<file path="src/tile_lightness_to_char_mapper_top_macros.svh">
// assertion macros for the tile mapper modules; only tlc_back includes them
// depends on nothing; included by files that carry assertions
`ifndef TILE_LIGHTNESS_TO_CHAR_MAPPER_TOP_MACROS_SVH
`define TILE_LIGHTNESS_TO_CHAR_MAPPER_TOP_MACROS_SVH
// implication checked on every edge out of reset
`define TLC_ASSERT_IMP(lbl, ante, cons, msg) \
    lbl: assert property (@(posedge aclk) disable iff (!aresetn) (ante) |-> (cons)) \
        else $error(msg);
// implication whose consequent is checked in the cycle after the antecedent
`define TLC_ASSERT_NEXT(lbl, ante, cons, msg) \
    lbl: assert property (@(posedge aclk) disable iff (!aresetn) (ante) |=> (cons)) \
        else $error(msg);
`endif

</file>
<file path="src/tlc_pkg.sv">
// shared types and constants for the tile lightness to character mapper
// depends on nothing
package tlc_pkg;
    localparam int MaxImageWidth = 1024;
    localparam int SumW = 21;
    localparam int ColW = 10;
    localparam int RowW = 12;
    localparam int TileW = 6;
    localparam int NumW = 26;            // palette count times sum
    localparam int DenW = 21;            // 510 * 64 * 64 fits
    localparam int IdxW = 5;
    localparam logic [7:0] NewlineCode = 8'd10;
    localparam logic [2:0] RegImageWidth = 3'd0;
    localparam logic [2:0] RegImageHeight = 3'd1;
    localparam logic [2:0] RegTileWidth = 3'd2;
    localparam logic [2:0] RegTileHeight = 3'd3;
    localparam logic [2:0] RegPaletteCount = 3'd4;
    localparam logic [2:0] RegPaletteLow = 3'd5;
    localparam logic [2:0] RegPaletteHigh = 3'd6;

    // finished tile passed from front to back
    typedef struct packed {
        logic [SumW-1:0] sum;
        logic            newline;
        logic            frame_end;
    } tile_job_t;
endpackage

</file>
<file path="src/tlc_back.sv">
// back part: tile job queue, serial divider for palette index, output register
// depends on tlc_pkg and the macros header
`include "tile_lightness_to_char_mapper_top_macros.svh"
module tlc_back
    import tlc_pkg::*;
(
    input  logic        aclk,
    input  logic        aresetn,
    input  logic        job_valid,
    input  tile_job_t   job,
    output logic        job_space,
    input  logic [6:0]  tw,
    input  logic [6:0]  th,
    input  logic [4:0]  pc,
    input  logic [63:0] pal_low,
    input  logic [63:0] pal_high,
    output logic        out_valid,
    output logic [7:0]  out_char,
    output logic        out_last,
    output logic        out_done,
    input  logic        out_ready
);
    localparam int QDepth = 4;
    localparam logic [2:0] StIdle = 3'd0;
    localparam logic [2:0] StMul = 3'd1;
    localparam logic [2:0] StDiv = 3'd2;
    localparam logic [2:0] StChar = 3'd3;
    localparam logic [2:0] StNl = 3'd4;

    tile_job_t       q_mem [QDepth];
    logic [1:0]      wp_reg, rp_reg;
    logic [2:0]      cnt_reg;
    logic [2:0]      st_reg;
    tile_job_t       cur_reg;
    logic [NumW-1:0] rem_reg;
    logic [DenW-1:0] den_reg;
    logic [IdxW-1:0] quo_reg;
    logic [4:0]      step_reg;
    logic            ov_reg, ol_reg, od_reg;
    logic [7:0]      oc_reg;
    logic            pop, push, o_free;
    logic [NumW:0]   trial;
    logic [IdxW-1:0] idx;
    logic [3:0]      slot;
    logic [7:0]      pch;

    // a pixel is taken only while at least two job slots remain, which covers pipe latency
    assign job_space = cnt_reg <= 3'(QDepth - 2);
    assign push = job_valid;
    assign pop = (st_reg == StIdle) && (cnt_reg != '0);
    assign o_free = !ov_reg || out_ready;

    always_ff @(posedge aclk) begin
        if (push) q_mem[wp_reg] <= job;
    end

    // restoring division: quotient bits from bit 4 down, one a cycle
    assign trial = {1'b0, rem_reg} - ({(NumW+1){1'b0}} | ({6'd0, den_reg} << step_reg));
    always_comb begin
        idx = (quo_reg > IdxW'(pc - 5'd1)) ? IdxW'(pc - 5'd1) : quo_reg;
        slot = idx[3:0];
        pch = slot[3] ? pal_high[8*slot[2:0] +: 8] : pal_low[8*slot[2:0] +: 8];
    end

    always_ff @(posedge aclk) begin
        if (!aresetn) begin
            wp_reg <= '0; rp_reg <= '0; cnt_reg <= '0; st_reg <= StIdle; ov_reg <= 1'b0;
        end else begin
            if (push) wp_reg <= wp_reg + 1'b1;
            if (pop) rp_reg <= rp_reg + 1'b1;
            cnt_reg <= cnt_reg + 3'(push) - 3'(pop);
            // output item loaded from the character and newline states, held until taken
            ov_reg <= ((st_reg == StChar || st_reg == StNl) && o_free)
                      || (ov_reg && !out_ready);
            unique case (st_reg)
                StIdle: if (pop) st_reg <= StMul;
                StMul:  st_reg <= StDiv;
                StDiv:  if (step_reg == '0) st_reg <= StChar;
                StChar: if (o_free) begin
                    st_reg <= cur_reg.newline ? StNl : StIdle;
                end
                StNl: if (o_free) begin
                    st_reg <= StIdle;
                end
                default: st_reg <= StIdle;
            endcase
        end
    end

    always_ff @(posedge aclk) begin
        unique case (st_reg)
            StIdle: cur_reg <= q_mem[rp_reg];
            StMul: begin
                rem_reg <= NumW'(pc) * NumW'(cur_reg.sum);
                den_reg <= DenW'(10'd510 * 14'(tw * th));
                quo_reg <= '0; step_reg <= 5'd4;
            end
            StDiv: begin
                if (!trial[NumW]) begin
                    rem_reg <= trial[NumW-1:0];
                    quo_reg[step_reg[2:0]] <= 1'b1;
                end
                if (step_reg != '0) step_reg <= step_reg - 1'b1;
            end
            StChar: if (o_free) begin
                oc_reg <= pch; ol_reg <= !cur_reg.newline; od_reg <= 1'b0;
            end
            StNl: if (o_free) begin
                oc_reg <= NewlineCode; ol_reg <= 1'b1; od_reg <= cur_reg.frame_end;
            end
            default: ;
        endcase
    end

    assign out_valid = ov_reg;
    assign out_char = oc_reg;
    assign out_last = ol_reg;
    assign out_done = od_reg;

    `TLC_ASSERT_IMP(a_no_overflow, push, cnt_reg < 3'(QDepth), "job queue overflow")
    `TLC_ASSERT_IMP(a_done_last, out_valid && out_done, out_last, "frame end not last")
    `TLC_ASSERT_NEXT(a_out_hold, out_valid && !out_ready, out_valid && $stable(out_char), "output dropped")
endmodule

</file>
<file path="config.mk">
export PLATFORM = sky130hd
export DESIGN_NAME = tlc_back
export DESIGN_NICKNAME = d
export VERILOG_FILES = /design/src/tlc_pkg.sv /design/src/tlc_back.sv
export VERILOG_INCLUDE_DIRS = /design/src /design/src/src
export SDC_FILE = /design/constraint.sdc
export NUM_CORES = 1
export LEC_CHECK = 0
export ABC_CLOCK_PERIOD_IN_PS = 8850
export BUFFER_PORTS_ARGS = -buffer_cell sky130_fd_sc_hd__buf_2
export CORE_MARGIN = 4
export CORE_UTILIZATION = 54
export DETAILED_ROUTE_END_ITERATION = 7
export GPL_ROUTABILITY_DRIVEN = 0
export GPL_TIMING_DRIVEN = 1
export HOLD_SLACK_MARGIN = 0.1
export PLACE_DENSITY_LB_ADDON = 0.08
export RECOVER_POWER = 50
export SLEW_MARGIN = 20
export SYNTH_ARGS = -nofsm -noshare
export SYNTH_HDL_FRONTEND = slang
export SYNTH_SLANG_ARGS = --single-unit
</file>
<file path="constraint.sdc">
create_clock -name aclk -period 8.85 [get_ports aclk]
set_input_delay 1.3275 -clock aclk [delete_from_list [all_inputs] [get_ports aclk]]
set_output_delay 1.3275 -clock aclk [all_outputs]
set_load 0.01 [all_outputs]
</file>
==> run_results.csv <==
group,metric,value,unit
outcome,status,"complete, but fails checks",
outcome,violations,"max-capacitance violations, max-slew violations",
min_path,min_path_cells,1,
global_route,antenna_found_initial,0,
place,dp.cells,2288,
min_path,whs_endpoint,"step_reg[0]",
setup_path,cp_slowest_cell,"fa_1",
timing,fin_crit,8.45,ns
global_route,grt_usage,21.6,%
timing,tightest_slew,2.03,ns
setup_path,max_stage_delay,0.55,ns
setup_path,reg2reg_slack,2.54,ns
synth,synth_enable_flop_cells,180,
floorplanning,start_util,54.7,%
routing,drc,0,
place,dp_hpwl,30700,um
timing,whs,0.559,ns
synth,syn_avg_cell_area,10.6,sq um
timing,drv_slew,61,
synth,synth.distinct_cells,75,
routing,viasPerCell,5.45,
cts,cts_tree,"yes",
floorplanning,io_pins,186,
global_route,grt_pass1_vias,12300,
finish,syn2layout_area_growth,12.0,%
min_path,min_path_type,"flip-flop to flip-flop",
synth,synth_ff_type,"edfxtp_1",
cts,numCtsBuffers,17,
routing,ant_nets,0,
synth,ys_ff_latch,191,
floorplanning,die_h,189,um
synth,yosys_warnings,0,
finish,layout_commonest_cell,"inv_1",
setup_path,crit_type,"input pin to flip-flop",
floorplanning,die_x,189,um
finish,final_nets,2315,
finish,largest_reg_flops,92,
setup_path,r2r-start,"step_reg[2]",
timing,skew,0.0161,ns
floorplanning,die_area,35900,sq um
job,drv_cap,3,
cts,cts_htree_levels,4,
cts,clockBufferDepth,2,
timing,hold_viol_final,0,
synth,ys_seq_area_share,31.7,%
setup_path,end_kind,"flip-flop",
cts,clkSlewWorstSetupHoldPaths,0.08,ns
routing,via_count,12600,
timing,timing.fmax,118,MHz
timing,finalSetupViolCount,0,
synth,syn-num-nets,2127,
finish,most-common-layout-cells,"inv_1, edfxtp_1, buf_2",
setup_path,required,9.03,ns
global_route,grt_pass1_wl,63300,um
global_route,grt_max_degree,45,
synth,syn_inst,1677,
min_path,holdCritStartpoint,"step_reg[0]",
place,port_buffers,185,
setup_path,r2r_cells,17,
finish,drive_gt1_share,16.2,%
setup_path,r2r_end,"rem_reg[10]",
setup_path,arrival,8.63,ns
synth,synth_area,17800,sq um
floorplanning,num_rows,66,
setup_path,start_kind,"input pin",
cts,postCtsHoldBufs,0,
cts,clkSinkCount,191,
global_route,grt.overflow.total,0,
timing,rsz0062_at_grt,"false",
timing,relSlewSlack,-35.1,%
timing,min_period_over_period,95.5,%
finish,antenna_cells,0,
floorplanning,core,32500,sq um
setup_path,path_common_cell,"fa_1",
routing,wl_per_cell,16.6,um
routing,routed_wl,38500,um
setup_path,critPathLaunch,"th[1]",
cts,clk_latency,0.45,ns
routing,first_iter_violations,737,
cts,cts-root-buf,"clkbuf_16",
routing,drtPass1Iterations,5,
finish,finalNonFillerCells,2320,
synth,async_flop_share,0,%
setup_path,cp_max_fo,6,
-- area by class of cell --
type	count	area, sq um
clock inverter	15	186
tap	442	553
inverter	193	726
multi-input combinational	1231	11200
clock buffer	17	425
timing repair buffer	231	1210
sequential	191	5630
fill	2725	12600
-- synth_stat cells (all sizes together), types with 4 or more instances --
| cell | count | area (sq um) |
|---|---|---|
| a211oi | 25 | 200 |
| a21boi | 5 | 37.5 |
| a21o | 29 | 225 |
| a21oi | 99 | 503 |
| a221o | 6 | 60.1 |
| a22o | 8 | 70.1 |
| a31oi | 11 | 68.8 |
| and2 | 89 | 557 |
| and3 | 10 | 62.6 |
| buf | 23 | 129 |
| clkbuf | 39 | 146 |
| dfxtp | 11 | 220 |
| edfxtp | 180 | 5410 |
| fa | 128 | 2560 |
| ha | 148 | 1850 |
| inv | 190 | 713 |
| mux2 | 13 | 146 |
| mux2i | 57 | 583 |
| mux4 | 40 | 908 |
| nand2 | 157 | 589 |
| nand2b | 15 | 93.8 |
| nand3 | 11 | 55.1 |
| nand4 | 7 | 43.8 |
| nor2 | 81 | 304 |
| nor2b | 33 | 206 |
| nor3 | 18 | 90.1 |
| o211ai | 8 | 60.1 |
| o21a | 8 | 60.1 |
| o21ai | 65 | 329 |
| o21bai | 7 | 52.6 |
| o22a | 5 | 43.8 |
| o31ai | 4 | 35.0 |
| xnor2 | 61 | 576 |
| xor2 | 34 | 305 |
-- stage by stage --
step / area, sq um / utilization, % / setup WS [ns] / setup TNS, ns
2_1_floorplan: 17800 / - / 0.0109 / 0
3_5_place_dp: 19300 / 59.6 / -0.141 / -0.365
6_report: 19900 / 61.3 / 0.396 / 0
5_1_grt: 19900 / 61.3 / 0.0623 / 0
4_1_cts: 19900 / 61.4 / 0.332 / 0
3_3_place_gp: 19300 / 59.6 / -0.0384 / -0.0686
-- worst max-delay path: cells and delay by family --
family	cells	cell delay, ns
XOR/XNOR	2	0.38
buffers and inverters	7	0.46
AND/OR/NAND/NOR	3	0.50
AO/OA/AOI/OAI	6	1.29
adder cells (fa/ha/maj)	10	4.68
-- worst max path at each step --
| stage | endpoint | cells after the start |
|---|---|---|
| after global placement | den_reg[20] | 32 |
| after floorplan | den_reg[20] | 27 |
| after detailed placement | den_reg[20] | 32 |
| final | den_reg[20] | 28 |
| after global routing | den_reg[20] | 29 |
| after CTS | den_reg[20] | 32 |
-- routing by layer --
layer | wire (um) | global-route usage [%] | part of all wire [%]
met1 | 19000 | 33.0 | 49
met2 | 17600 | 33.3 | 46
met3 | 1420 | 3.28 | 3.7
met4 | 539 | 4.42 | 1.4
met5 | 0 | 0 | 0
-- kinds of logic (layout without fill, tap and decap cells) --
family	after synthesis	after routing	share of synthesized area, %
AND/OR/NAND/NOR	436	436	11.9
AO/OA/AOI/OAI	312	312	11.7
adder cells (fa/ha/maj)	278	278	25.0
buffers and inverters	255	456	5.63
flip-flops	191	191	31.7
multiplexers	110	110	9.22
XOR/XNOR	95	95	4.96
-- what timing repair did --
| item | CTS | global route |
|---|---|---|
| endpoints found under the hold margin | 0 | 0 |
| endpoints found under the setup margin | 0 | 2 |
| gates resized for setup | 0 | 2 |
| buffers inserted | 0 | 0 |
Power is left out: the tool's default activity adds up to more than one toggle a clock period on the data nets, which glitch-free logic cannot reach.
